$ cat config.mk
export PLATFORM = sky130hd
export DESIGN_NAME = loose_bounding_box_region_core
export DESIGN_NICKNAME = d
export VERILOG_FILES = /design/src/hw/rtl/lbbr_pkg.sv /design/src/hw/rtl/lbbr_box_mem.sv /design/src/hw/rtl/lbbr_walk.sv /design/src/hw/rtl/loose_bounding_box_region_core.sv
export SDC_FILE = /design/constraint.sdc
export NUM_CORES = 2
export LEC_CHECK = 0
export BUFFER_PORTS_ARGS = -buffer_cell sky130_fd_sc_hd__buf_2
export CAP_MARGIN = 20
export CORE_ASPECT_RATIO = 1.2
export CORE_MARGIN = 3
export CORE_UTILIZATION = 60
export CTS_BUF_LIST = sky130_fd_sc_hd__clkbuf_8
export CTS_CLUSTER_DIAMETER = 40
export DETAILED_ROUTE_END_ITERATION = 12
export PLACE_DENSITY = 0.88
export SLEW_MARGIN = 20
export SYNTH_ARGS = -nofsm -noshare
export SYNTH_HDL_FRONTEND = slang
export SYNTH_SLANG_ARGS = --single-unit
$ cat constraint.sdc
create_clock -name clk -period 9.51 [get_ports clk]
set_clock_uncertainty 0.2 [all_clocks]
set_input_delay 0.4755 -clock clk [delete_from_list [all_inputs] [get_ports clk]]
set_output_delay 0.4755 -clock clk [all_outputs]
set_load 0.02 [all_outputs]
$ cat src/hw/rtl/lbbr_pkg.sv
// ----------------------------------------------------------------------------
// lbbr_pkg
// Shared constants, box word type, controller states and the control and
// status structs between the box walk and the controller.
// ----------------------------------------------------------------------------
package lbbr_pkg;

    localparam int MAX_BOXES = 8;
    localparam int IDX_W     = (MAX_BOXES > 1) ? $clog2(MAX_BOXES) : 1;
    localparam int CNT_W     = $clog2(MAX_BOXES + 1);

    localparam int COORD_W   = 16;
    localparam int DIFF_W    = COORD_W + 1;
    localparam int AREA_W    = 2 * DIFF_W;
    localparam int GROWTH_W  = AREA_W + 1;
    localparam int THR_W     = 6;
    localparam int LIMIT_W   = AREA_W + THR_W + 1;

    localparam logic [THR_W-1:0] THR_RESET = THR_W'(8);

    localparam logic KIND_ADD   = 1'b0;
    localparam logic KIND_QUERY = 1'b1;

    typedef logic [IDX_W-1:0] idx_t;
    typedef logic [CNT_W-1:0] cnt_t;

    typedef struct packed {
        logic signed [COORD_W-1:0] x0;
        logic signed [COORD_W-1:0] y0;
        logic signed [COORD_W-1:0] x1;
        logic signed [COORD_W-1:0] y1;
    } box_t;

    typedef enum logic [1:0] {
        ST_IDLE,
        ST_WALK,
        ST_DONE
    } state_t;

    typedef struct packed {
        logic             start;
        logic             rd_fire;
        idx_t             rd_idx;
        box_t             rect;
        logic [THR_W-1:0] thr;
    } walk_ctl_t;

    typedef struct packed {
        logic busy;
        logic hit;
        logic found;
        idx_t found_idx;
        box_t found_box;
        idx_t best_idx;
        box_t best_box;
    } walk_res_t;

endpackage

$ cat src/hw/rtl/lbbr_box_mem.sv
// ----------------------------------------------------------------------------
// lbbr_box_mem
// Box store: one write port, one read port with registered read data.
// ----------------------------------------------------------------------------
module lbbr_box_mem (
    input  logic           clk,
    input  logic           rd_en,
    input  lbbr_pkg::idx_t rd_addr,
    output lbbr_pkg::box_t rd_data,
    input  logic           wr_en,
    input  lbbr_pkg::idx_t wr_addr,
    input  lbbr_pkg::box_t wr_data
);

    lbbr_pkg::box_t mem [lbbr_pkg::MAX_BOXES];
    lbbr_pkg::box_t rd_data_reg;

    always_ff @(posedge clk)
    begin
        if (wr_en)
        begin
            mem[wr_addr] <= wr_data;
        end
    end

    always_ff @(posedge clk)
    begin
        if (rd_en)
        begin
            rd_data_reg <= mem[rd_addr];
        end
    end

    assign rd_data = rd_data_reg;

endmodule

$ cat src/hw/rtl/lbbr_walk.sv
// ----------------------------------------------------------------------------
// lbbr_walk
// Box walk pipeline: union and overlap test, area products, growth, then
// first-fit and least-growth tracking over the stored boxes.
// ----------------------------------------------------------------------------
module lbbr_walk (
    input  logic                clk,
    input  logic                rst_n,
    input  lbbr_pkg::walk_ctl_t ctl,
    input  lbbr_pkg::box_t      rd_data,
    output lbbr_pkg::walk_res_t res
);

    function automatic logic signed [lbbr_pkg::DIFF_W-1:0] span(
        input logic signed [lbbr_pkg::COORD_W-1:0] lo,
        input logic signed [lbbr_pkg::COORD_W-1:0] hi
    );
        span = $signed({hi[lbbr_pkg::COORD_W-1], hi}) - $signed({lo[lbbr_pkg::COORD_W-1], lo});
    endfunction

    logic           v1_reg;
    lbbr_pkg::idx_t idx1_reg;

    logic           v2_reg;
    lbbr_pkg::idx_t idx2_reg;
    lbbr_pkg::box_t box2_reg;
    logic           hit2_reg;
    logic signed [lbbr_pkg::DIFF_W-1:0] udx2_reg;
    logic signed [lbbr_pkg::DIFF_W-1:0] udy2_reg;
    logic signed [lbbr_pkg::DIFF_W-1:0] bdx2_reg;
    logic signed [lbbr_pkg::DIFF_W-1:0] bdy2_reg;

    logic           v3_reg;
    lbbr_pkg::idx_t idx3_reg;
    lbbr_pkg::box_t box3_reg;
    logic signed [lbbr_pkg::AREA_W-1:0] au3_reg;
    logic signed [lbbr_pkg::AREA_W-1:0] ab3_reg;

    logic           v4_reg;
    lbbr_pkg::idx_t idx4_reg;
    lbbr_pkg::box_t box4_reg;
    logic signed [lbbr_pkg::GROWTH_W-1:0] growth4_reg;

    logic signed [lbbr_pkg::AREA_W-1:0]  area_r_reg;
    logic signed [lbbr_pkg::LIMIT_W-1:0] limit_reg;

    logic           hit_reg;
    logic           found_reg;
    lbbr_pkg::idx_t found_idx_reg;
    lbbr_pkg::box_t found_box_reg;
    logic           best_valid_reg;
    lbbr_pkg::idx_t best_idx_reg;
    lbbr_pkg::box_t best_box_reg;
    logic signed [lbbr_pkg::GROWTH_W-1:0] best_growth_reg;

    lbbr_pkg::box_t uni;
    logic           hit;
    logic signed [lbbr_pkg::LIMIT_W-1:0] growth_x4;
    logic           qual;

    always_comb
    begin
        uni.x0 = (ctl.rect.x0 < rd_data.x0) ? ctl.rect.x0 : rd_data.x0;
        uni.y0 = (ctl.rect.y0 < rd_data.y0) ? ctl.rect.y0 : rd_data.y0;
        uni.x1 = (ctl.rect.x1 > rd_data.x1) ? ctl.rect.x1 : rd_data.x1;
        uni.y1 = (ctl.rect.y1 > rd_data.y1) ? ctl.rect.y1 : rd_data.y1;
        hit    = (ctl.rect.x1 > rd_data.x0) && (ctl.rect.x0 < rd_data.x1) &&
                 (ctl.rect.y1 > rd_data.y0) && (ctl.rect.y0 < rd_data.y1);
    end

    assign growth_x4 = $signed({{(lbbr_pkg::LIMIT_W - lbbr_pkg::GROWTH_W - 2)
                                 {growth4_reg[lbbr_pkg::GROWTH_W-1]}},
                                growth4_reg, 2'b00});
    assign qual      = (growth_x4 <= limit_reg);

    always_ff @(posedge clk or negedge rst_n)
    begin
        if (!rst_n)
        begin
            v1_reg <= 1'b0;
            v2_reg <= 1'b0;
            v3_reg <= 1'b0;
            v4_reg <= 1'b0;
        end
        else
        begin
            v1_reg <= ctl.rd_fire;
            v2_reg <= v1_reg;
            v3_reg <= v2_reg;
            v4_reg <= v3_reg;
        end
    end

    always_ff @(posedge clk)
    begin
        area_r_reg <= span(ctl.rect.x0, ctl.rect.x1) * span(ctl.rect.y0, ctl.rect.y1);
        limit_reg  <= $signed({1'b0, ctl.thr}) * area_r_reg;

        idx1_reg   <= ctl.rd_idx;

        idx2_reg   <= idx1_reg;
        box2_reg   <= uni;
        hit2_reg   <= hit;
        udx2_reg   <= span(uni.x0, uni.x1);
        udy2_reg   <= span(uni.y0, uni.y1);
        bdx2_reg   <= span(rd_data.x0, rd_data.x1);
        bdy2_reg   <= span(rd_data.y0, rd_data.y1);

        idx3_reg   <= idx2_reg;
        box3_reg   <= box2_reg;
        au3_reg    <= udx2_reg * udy2_reg;
        ab3_reg    <= bdx2_reg * bdy2_reg;

        idx4_reg    <= idx3_reg;
        box4_reg    <= box3_reg;
        growth4_reg <= $signed({au3_reg[lbbr_pkg::AREA_W-1], au3_reg}) -
                       $signed({ab3_reg[lbbr_pkg::AREA_W-1], ab3_reg});
    end

    always_ff @(posedge clk or negedge rst_n)
    begin
        if (!rst_n)
        begin
            hit_reg        <= 1'b0;
            found_reg      <= 1'b0;
            best_valid_reg <= 1'b0;
        end
        else if (ctl.start)
        begin
            hit_reg        <= 1'b0;
            found_reg      <= 1'b0;
            best_valid_reg <= 1'b0;
        end
        else
        begin
            if (v2_reg && hit2_reg)
            begin
                hit_reg <= 1'b1;
            end
            if (v4_reg && !found_reg)
            begin
                if (qual)
                begin
                    found_reg <= 1'b1;
                end
                else if (!best_valid_reg || (growth4_reg < best_growth_reg))
                begin
                    best_valid_reg <= 1'b1;
                end
            end
        end
    end

    always_ff @(posedge clk)
    begin
        if (!ctl.start && v4_reg && !found_reg)
        begin
            if (qual)
            begin
                found_idx_reg <= idx4_reg;
                found_box_reg <= box4_reg;
            end
            else if (!best_valid_reg || (growth4_reg < best_growth_reg))
            begin
                best_idx_reg    <= idx4_reg;
                best_box_reg    <= box4_reg;
                best_growth_reg <= growth4_reg;
            end
        end
    end

    always_comb
    begin
        res.busy      = v1_reg || v2_reg || v3_reg || v4_reg;
        res.hit       = hit_reg;
        res.found     = found_reg;
        res.found_idx = found_idx_reg;
        res.found_box = found_box_reg;
        res.best_idx  = best_idx_reg;
        res.best_box  = best_box_reg;
    end

endmodule

$ cat src/hw/rtl/loose_bounding_box_region_core.sv
// ----------------------------------------------------------------------------
// loose_bounding_box_region_core
// The input is stalled from acceptance until the result is written to the output
// registers, and a result waits while the previous result word is held by out_stall.
// The box store is read one box per cycle into the four-stage walk, and a new word is
// taken only after the core is through with the last one.
// Reset: box count cleared, threshold set to 2.0, box store left unwritten.
// ----------------------------------------------------------------------------
module loose_bounding_box_region_core (
    input  logic               clk,
    input  logic               rst_n,

    input  logic               in_valid,
    output logic               in_stall,
    input  logic               kind,
    input  logic signed [15:0] left,
    input  logic signed [15:0] top,
    input  logic signed [15:0] right,
    input  logic signed [15:0] bottom,

    output logic               out_valid,
    input  logic               out_stall,
    output logic               overlap,
    output logic [3:0]         box_count,
    output logic [2:0]         box_touched,

    input  logic               cfg_valid,
    output logic               cfg_ready,
    input  logic [5:0]         cfg_data
);

    lbbr_pkg::state_t state_reg;
    lbbr_pkg::state_t state_next;

    lbbr_pkg::cnt_t   rd_cnt_reg;
    lbbr_pkg::cnt_t   used_reg;
    lbbr_pkg::cnt_t   used_next;
    logic [lbbr_pkg::THR_W-1:0] thr_reg;

    logic             kind_reg;
    lbbr_pkg::box_t   rect_reg;

    logic             out_valid_reg;
    logic             overlap_reg;
    logic [3:0]       box_count_reg;
    logic [2:0]       box_touched_reg;

    logic             accept;
    logic             rd_more;
    logic             rd_fire;
    logic             finish;
    logic             new_box;
    logic             wr_en;
    lbbr_pkg::idx_t   wr_idx;
    lbbr_pkg::box_t   wr_box;

    lbbr_pkg::box_t      rd_data;
    lbbr_pkg::walk_ctl_t ctl;
    lbbr_pkg::walk_res_t res;

    assign accept  = in_valid && !in_stall;
    assign rd_more = (rd_cnt_reg < used_reg);

    always_comb
    begin
        state_next = state_reg;
        unique case (state_reg)
            lbbr_pkg::ST_IDLE:
            begin
                if (in_valid)
                begin
                    state_next = lbbr_pkg::ST_WALK;
                end
            end
            lbbr_pkg::ST_WALK:
            begin
                if (!rd_more && !res.busy)
                begin
                    state_next = lbbr_pkg::ST_DONE;
                end
            end
            lbbr_pkg::ST_DONE:
            begin
                if (!out_valid_reg || !out_stall)
                begin
                    state_next = lbbr_pkg::ST_IDLE;
                end
            end
            default:
            begin
                state_next = lbbr_pkg::ST_IDLE;
            end
        endcase
    end

    always_comb
    begin
        in_stall = 1'b1;
        rd_fire  = 1'b0;
        finish   = 1'b0;
        unique case (state_reg)
            lbbr_pkg::ST_IDLE: in_stall = 1'b0;
            lbbr_pkg::ST_WALK: rd_fire  = rd_more;
            lbbr_pkg::ST_DONE: finish   = !out_valid_reg || !out_stall;
            default:           in_stall = 1'b1;
        endcase
    end

    always_comb
    begin
        new_box   = (kind_reg == lbbr_pkg::KIND_ADD) && !res.found &&
                    (used_reg < lbbr_pkg::CNT_W'(lbbr_pkg::MAX_BOXES));
        used_next = new_box ? used_reg + lbbr_pkg::CNT_W'(1) : used_reg;
        wr_en     = finish && (kind_reg == lbbr_pkg::KIND_ADD);
        if (res.found)
        begin
            wr_idx = res.found_idx;
            wr_box = res.found_box;
        end
        else if (new_box)
        begin
            wr_idx = used_reg[lbbr_pkg::IDX_W-1:0];
            wr_box = rect_reg;
        end
        else
        begin
            wr_idx = res.best_idx;
            wr_box = res.best_box;
        end
    end

    always_ff @(posedge clk or negedge rst_n)
    begin
        if (!rst_n)
        begin
            state_reg     <= lbbr_pkg::ST_IDLE;
            rd_cnt_reg    <= '0;
            used_reg      <= '0;
            thr_reg       <= lbbr_pkg::THR_RESET;
            out_valid_reg <= 1'b0;
        end
        else
        begin
            state_reg <= state_next;
            if (cfg_valid)
            begin
                thr_reg <= cfg_data;
            end
            if (accept)
            begin
                rd_cnt_reg <= '0;
            end
            else if (rd_fire)
            begin
                rd_cnt_reg <= rd_cnt_reg + lbbr_pkg::CNT_W'(1);
            end
            if (finish)
            begin
                used_reg      <= used_next;
                out_valid_reg <= 1'b1;
            end
            else if (!out_stall)
            begin
                out_valid_reg <= 1'b0;
            end
        end
    end

    always_ff @(posedge clk)
    begin
        if (accept)
        begin
            kind_reg    <= kind;
            rect_reg.x0 <= left;
            rect_reg.y0 <= top;
            rect_reg.x1 <= right;
            rect_reg.y1 <= bottom;
        end
        if (finish)
        begin
            overlap_reg     <= (kind_reg == lbbr_pkg::KIND_QUERY) && res.hit;
            box_count_reg   <= 4'(used_next);
            box_touched_reg <= (kind_reg == lbbr_pkg::KIND_ADD) ? 3'(wr_idx) : 3'd0;
        end
    end

    always_comb
    begin
        ctl.start   = accept;
        ctl.rd_fire = rd_fire;
        ctl.rd_idx  = rd_cnt_reg[lbbr_pkg::IDX_W-1:0];
        ctl.rect    = rect_reg;
        ctl.thr     = thr_reg;
    end

    lbbr_box_mem u_mem (
        .clk     (clk),
        .rd_en   (rd_fire),
        .rd_addr (rd_cnt_reg[lbbr_pkg::IDX_W-1:0]),
        .rd_data (rd_data),
        .wr_en   (wr_en),
        .wr_addr (wr_idx),
        .wr_data (wr_box)
    );

    lbbr_walk u_walk (
        .clk     (clk),
        .rst_n   (rst_n),
        .ctl     (ctl),
        .rd_data (rd_data),
        .res     (res)
    );

    assign cfg_ready   = 1'b1;
    assign out_valid   = out_valid_reg;
    assign overlap     = overlap_reg;
    assign box_count   = box_count_reg;
    assign box_touched = box_touched_reg;

`ifndef SYNTHESIS
    a_used_bound: assert property (@(posedge clk) disable iff (!rst_n)
        used_reg <= lbbr_pkg::CNT_W'(lbbr_pkg::MAX_BOXES))
        else $error("box count above capacity");

    a_used_change: assert property (@(posedge clk) disable iff (!rst_n)
        !$stable(used_reg) |->
            ($past(state_reg) == lbbr_pkg::ST_DONE) &&
            ($past(kind_reg) == lbbr_pkg::KIND_ADD))
        else $error("box count changed outside an add write back");

    a_start_clear: assert property (@(posedge clk) disable iff (!rst_n)
        accept |=> !res.found && !res.hit)
        else $error("walk tracker not cleared on new word");

    a_result_kind: assert property (@(posedge clk) disable iff (!rst_n)
        out_valid_reg && overlap_reg |-> (box_touched_reg == 3'd0))
        else $error("query result carries a touched box");
`endif

endmodule
After elaboration in Yosys (flattened, before gate mapping)
Memories as Yosys holds them, arrays and structs flattened. A register that Yosys moved wholly into a read port is not among the register bits.
Index checks and enable logic that the tools add are counted.
{"block": "totals", "input_bits": 76, "register_bits": 717, "wordCells": 159, "mem_count": 1, "output_inout_bits": 11, "mem_bits_rw": 512}
{"block": "classes", "n_mul": 4, "n_mux": 31, "bitwise_logic": 2, "order_cmp": 12, "eq_ne": 7, "reduce_logical": 36, "addsub": 9}
{"name": "u_mem.mem", "depth": 8, "width": 64, "rd": 1, "rd_clocked_by_memory_dff": 1, "wr": 1, "line": "lbbr_box_mem.sv:15", "source": "lbbr_pkg::box_t mem [lbbr_pkg::MAX_BOXES];"}
{"op": "$mux W64", "count": 2}
{"op": "$mul A17 B17 Y34", "count": 3}
{"op": "$sub A16 B16 Y17", "count": 6}
{"op": "$gt A16 B16 Y1", "count": 4}
{"op": "$lt A16 B16 Y1", "count": 4}
{"op": "$mux W16", "count": 4}
{"op": "$le A37 B41 Y1", "count": 1}
{"op": "$mul A7 B34 Y41", "count": 1}
{"op": "$lt A35 B35 Y1", "count": 1}
{"op": "$sub A34 B34 Y35", "count": 1}
{"op": "$mux W1", "count": 16}
{"op": "$logic_and A1 B1 Y1", "count": 13}
{"op": "$mux W4", "count": 3}
{"op": "$reduce_bool A2 Y1", "count": 5}
{"op": "$reduce_and A3 Y1", "count": 3}
{"op": "$add A4 B1 Y4 const B", "count": 2}
{"op": "$ne A2 B2 Y1 const B", "count": 4}
{"op": "$logic_not A1 Y1", "count": 7}
{"op": "$mux W2", "count": 3}
{"op": "$mux W3", "count": 2}
{"op": "$pmux W2 S3", "count": 1}
{"op": "$logic_or A1 B1 Y1", "count": 5}
{"op": "$lt A4 B4 Y1", "count": 1}
{"op": "$lt A4 B4 Y1 const B", "count": 1}
{"op": "other kinds (6)", "count": 8}

Longest topological paths before layout
{"block": "logic_depth", "ltp_word": 7, "depth_mapped": 35, "mapped_depth_nobuf": 34}

By module
Synthesis repeated with hierarchy kept, for this count alone.
{"block": "hier_totals", "hier_cells": 7691, "hier_area_um2": 90474.3}
{"module": "lbbr_walk", "seq_area_each_um2": 14278.7, "n_inst": 1, "cells_per_inst": 6476, "area_each_um2": 64755.9}
{"module": "lbbr_box_mem", "seq_area_each_um2": 17296.6, "n_inst": 1, "cells_per_inst": 816, "area_each_um2": 21187.8}
{"module": "loose_bounding_box_region_core", "seq_area_each_um2": 2618.8, "n_inst": 1, "cells_per_inst": 399, "area_each_um2": 4530.6}

Least setup slack after synthesis
Ideal clock, no wire load.
{"block": "synth_path", "path_type": "register to register", "start": "reg u_walk.limit_reg[31] (netlist bit)", "end": "reg u_walk.found_idx_reg[0], enable pin", "slack_ps": -294, "n_path_buf": 0, "required_ps": 8629, "stages_incl_launch_ff": 11, "setup_time_ps": 681, "arrival_time_ps": 8923, "synth_period_minus_slack_ps": 9804, "cell_sequence": "dfxtp_1 inv_1 ha_1 nand4_1 nor4_1 nand4_1 or4_1 nor3b_1 o31ai_1 nand2_1 nor4b_1"}
{"block": "synth_via", "elab_chain_len": 2}
{"item": "start: declaration", "line": "lbbr_walk.sv:45", "source": "logic signed [lbbr_pkg::LIMIT_W-1:0] limit_reg;"}
{"item": "start signal: assignment", "line": "lbbr_walk.sv:97", "source": "limit_reg <= $signed({1'b0, ctl.thr}) * area_r_reg;"}
{"item": "$le A37 B41 Y1", "line": "lbbr_walk.sv:74", "source": "assign qual = (growth_x4 <= limit_reg);"}
{"item": "$reduce_and A2 Y1 (no source line)"}
{"item": "end signal: assignment", "line": "lbbr_walk.sv:160", "source": "found_idx_reg <= idx4_reg;"}
{"item": "end: declaration", "line": "lbbr_walk.sv:49", "source": "lbbr_pkg::idx_t found_idx_reg;"}
No other way between the ends.
A chain may end at the register's enable or synchronous reset.

Worst setup path after layout
{"block": "layout_path", "start": "reg rect_reg, in the netlist ctl[27]", "end": "reg u_walk.area_r_reg[32] (netlist bit)"}
{"block": "layout_via", "elab_chain_len": 2}
{"item": "start: declaration", "line": "loose_bounding_box_region_core.sv:41", "source": "lbbr_pkg::box_t rect_reg;"}
{"item": "$sub A16 B16 Y17", "line": "lbbr_walk.sv:18", "source": "span = $signed({hi[lbbr_pkg::COORD_W-1], hi}) - $signed({lo[lbbr_pkg::COORD_W-1], lo});"}
{"item": "$mul A17 B17 Y34", "line": "lbbr_walk.sv:96", "source": "area_r_reg <= span(ctl.rect.x0, ctl.rect.x1) * span(ctl.rect.y0, ctl.rect.y1);"}
{"item": "end signal: assignment", "line": "lbbr_walk.sv:96"}
{"item": "end: declaration", "line": "lbbr_walk.sv:44", "source": "logic signed [lbbr_pkg::AREA_W-1:0] area_r_reg;"}
No other way between the ends.

==> flow_summary.toml <==
[floorplan]
die_area_mm2 = 0.1556
row_count = 155
die_y_um = 431.5
ios = 87
die_width_um = 360.5
start_util_pct = 60.61
fp.coreArea_mm2 = 0.1493

[routing]
firstDrtPassIters = 10
vias_per_cell = 6.016
dr.max_layer_used = "met5"
dr_wl_met2_um = 117500
wl_per_cell_um = 23.90
drt-total-wl_um = 242900
drt_iter0_markers = 5922
detail-route-antenna-nets = 0
vias = 61150
wl_met1_um = 85310
drc = 0
wl_met3_um = 22390

[worst_setup_path]
path_common_cell = "fa_1"
crit_arrival_ps = 9830
startpoint_type = "flip-flop"
critPathMaxStageDelay_ps = 580
critPathSlowestCell = "fa_1"
worstPathMaxFanout = 5
critPathCaptureType = "flip-flop"
reg2reg_depth = 30
reg2reg_slack_ps = 370
cp_data_required_time_ps = 10200
path_class = "reg2reg"
worstReg2RegEnd = "u_walk.area_r_reg[32]$_DFF_P_"
reg2reg_from = "ctl[27]$_DFFE_PP_"

[timing]
max_freq_mhz = 109.4
finalHoldViolations = 0
slew_headroom_pct = 16.90
rsz0062_at_grt = "false"
fin_tns_setup_ps = 0
tightestPinTransition_ps = 1234
fin_crit_ps = 9141
setup_violations = 0
maxSlewViolCount = 0
min_period_over_period_pct = 96.12

[synth]
dominantRegCellSynth = "edfxtp_1"
synth_top_cell_by_area = "edfxtp_1"
synth-seq-cells = 1293
synth_nets = 9513
yosysSeqAreaShare_pct = 37.78
yosys.area.top_type_share_pct = 27.14
yosysWarnings = 0
synth_cells = 7734
synth_cell_types = 80
synthArstFlopShare_pct = 1.856
ys_top_cells_by_area = "edfxtp_1 (27%), fa_1 (23%), dfxtp_1 (10%)"
avgSynthCellArea_um2 = 11.70
synth_edf_count = 818
syn_area_mm2 = 0.09051

[grt]
grt_max_degree = 73
gr-total-overflow = 0
grt_pass1_wl_um = 376500
antenna_found_initial = 15
grt_usage_pct = 31.80
grt_pass1_vias = 66020

[finish]
largest_register = "u_mem.mem"
drive_gt1_share_pct = 9.644
fin_nets = 9793
fillers = 10220
syn2layout_area_growth_pct = 9.483
largest_reg_flops = 512
design_area_mm2 = 0.09909
fin_cells = 10160

[clock_network]
h-tree-depth = 4
clk_latency_ps = 1000
cts-root-buf = "clkbuf_8"
numCtsBuffers = 201
cts.path.max_buffers = 3
clkTransAtPathRegs_ps = 60
cts_sinks = 1293
cts_tree = "built"

[min_path]
hp-start = "right[1]"
hold_end = "ctl[23]$_DFFE_PP_"
hold_depth = 2
hold_path_class = "in2reg"

[placement]
io_buffer_count = 85
gp_congestion = 0.9788
place_area_mm2 = 0.09342
dp_hpwl_um = 176300
place_inst = 9654

[run]
cap_violations = 0

[status]
status = "finished clean"
[through the flow]
stage	setup slack (ps)	hold slack (ps)	utilization (%)
final	369.3	82.24	66.36
after detailed placement	335.3	112.1	62.56
after CTS	358.5	0.7119	66.28
after global routing	17.44	46.60	66.35
after global placement	411.7	109.6	62.56
after floorplan	-196.0	-20.09	-
[layer usage]
metal	global-route usage, %	vias up
met2	52.95	3505
li1	-	26140
met5	0	-
met1	37.87	30540
met3	6.632	956
met4	20.14	8
[critical path: cells and delay by family, from the launching register on]
kind	cells	cell delay [ps]
adders and majority gates	8	3710
AOI/OAI and AO/OA	12	3100
and+or+nand+nor	3	760
xor gates and xnor gates	2	520
DFF	1	490
buffers and inverters	5	280
[how the worst max path moves through the flow]
| stage | start | endpoint | depth (start not counted) |
|---|---|---|---|
| after floorplan | u_walk.limit_reg[32]$_DFF_P_ | u_walk.found_idx_reg[0]$_DFFE_PP_ | 10 |
| after global placement | ctl[22]$_DFFE_PP_ | u_walk.area_r_reg[32]$_DFF_P_ | 34 |
| after detailed placement | ctl[22]$_DFFE_PP_ | u_walk.area_r_reg[32]$_DFF_P_ | 34 |
| after CTS | ctl[22]$_DFFE_PP_ | u_walk.area_r_reg[32]$_DFF_P_ | 34 |
| after global routing | ctl[22]$_DFFE_PP_ | u_walk.area_r_reg[32]$_DFF_P_ | 33 |
| final | ctl[27]$_DFFE_PP_ | u_walk.area_r_reg[32]$_DFF_P_ | 30 |
[synthesized netlist by cell type, types with 13 or more instances]
| cell | count |
|---|---|
| inv_1 | 1244 |
| fa_1 | 1034 |
| edfxtp_1 | 818 |
| nand2_1 | 773 |
| ha_1 | 669 |
| dfxtp_1 | 451 |
| and2_1 | 386 |
| nor2_1 | 281 |
| a21oi_1 | 219 |
| xnor2_1 | 203 |
| o21ai_0 | 193 |
| clkbuf_1 | 191 |
| mux2i_1 | 134 |
| mux4_2 | 128 |
| a21o_1 | 127 |
| mux2_2 | 103 |
| xor2_1 | 67 |
| nand2b_1 | 63 |
| o21a_1 | 60 |
| nor3_1 | 55 |
| nand3_1 | 52 |
| nor2b_1 | 52 |
| nand4_1 | 42 |
| a211oi_1 | 40 |
| and3_1 | 26 |
| o21bai_1 | 24 |
| buf_1 | 23 |
| dfrtp_1 | 23 |
| a2111oi_0 | 19 |
| or3_1 | 18 |
| o211ai_1 | 17 |
| a31oi_1 | 16 |
| or2_2 | 14 |
| a211o_1 | 13 |
[kinds of logic (layout without fill, tap and decap cells)]
group / after synthesis / in the layout / synth area share (%)
other: 1 / 11 / 0.004143
AO/OA/AOI/OAI: 833 / 833 / 5.956
adder cells (fa/ha/maj): 1703 / 1703 / 32.12
flip-flops: 1293 / 1293 / 37.78
buffers and inverters: 1464 / 1922 / 6.083
AND/OR/NAND/NOR: 1805 / 1805 / 9.496
multiplexers: 365 / 365 / 5.949
XOR/XNOR: 270 / 270 / 2.613
[layout by cell type (no fill, tap or decap), types with 12 or more instances in the layout]
cell           synthesis  final
a2111oi_0             19     19
a211o_1               13     13
a211oi_1              40     40
a21o_1               127    127
a21oi_1              219    219
a31oi_1               16     15
and2_1               386    386
and3_1                26     26
buf_2                  5     85
buf_4                  1     93
clkbuf_8               0    235
clkinv_1               0     14
clkinv_2               0     33
dfrtp_1               23     19
dfxtp_1              451    451
dlygate4sd3_1          0    115
edfxtp_1             818    818
fa_1                1034   1034
ha_1                 669    669
inv_1               1244   1297
mux2_2               103    103
mux2i_1              134    134
mux4_2               128    128
nand2_1              773    773
nand2b_1              63     63
nand3_1               52     52
nand4_1               42     42
nor2_1               281    268
nor2b_1               52     52
nor3_1                55     55
o211ai_1              17     17
o21a_1                60     60
o21ai_0              193    184
o21ai_1                3     12
o21bai_1              24     24
or2_2                 14     14
or3_1                 18     18
xnor2_1              203    196
xor2_1                67     66
[what timing repair did]
| action | 4_1_cts | 5_1_grt |
|---|---|---|
| setup buffers | 0 | 0 |
| resized for setup | 0 | 5 |
| hold buffers | 116 | 0 |
| hold endpoints to repair | 110 | 0 |
| endpoints found under the setup margin | 0 | 2 |
[layout make-up]
class,instances,area (µm²),area share [%]
timing repair buffer,297,2350,2.371
multi-input combinational,4977,51000,51.47
sequential,1293,34210,34.52
clock buffer,235,3234,3.264
tap,1962,2455,2.477
inverter,1244,4669,4.712
antenna,10,25.02,0.02525
clock inverter,146,1145,1.155
Power is not shown: default switching activity piles up to over one toggle a cycle in this logic, so the estimate is an artifact.
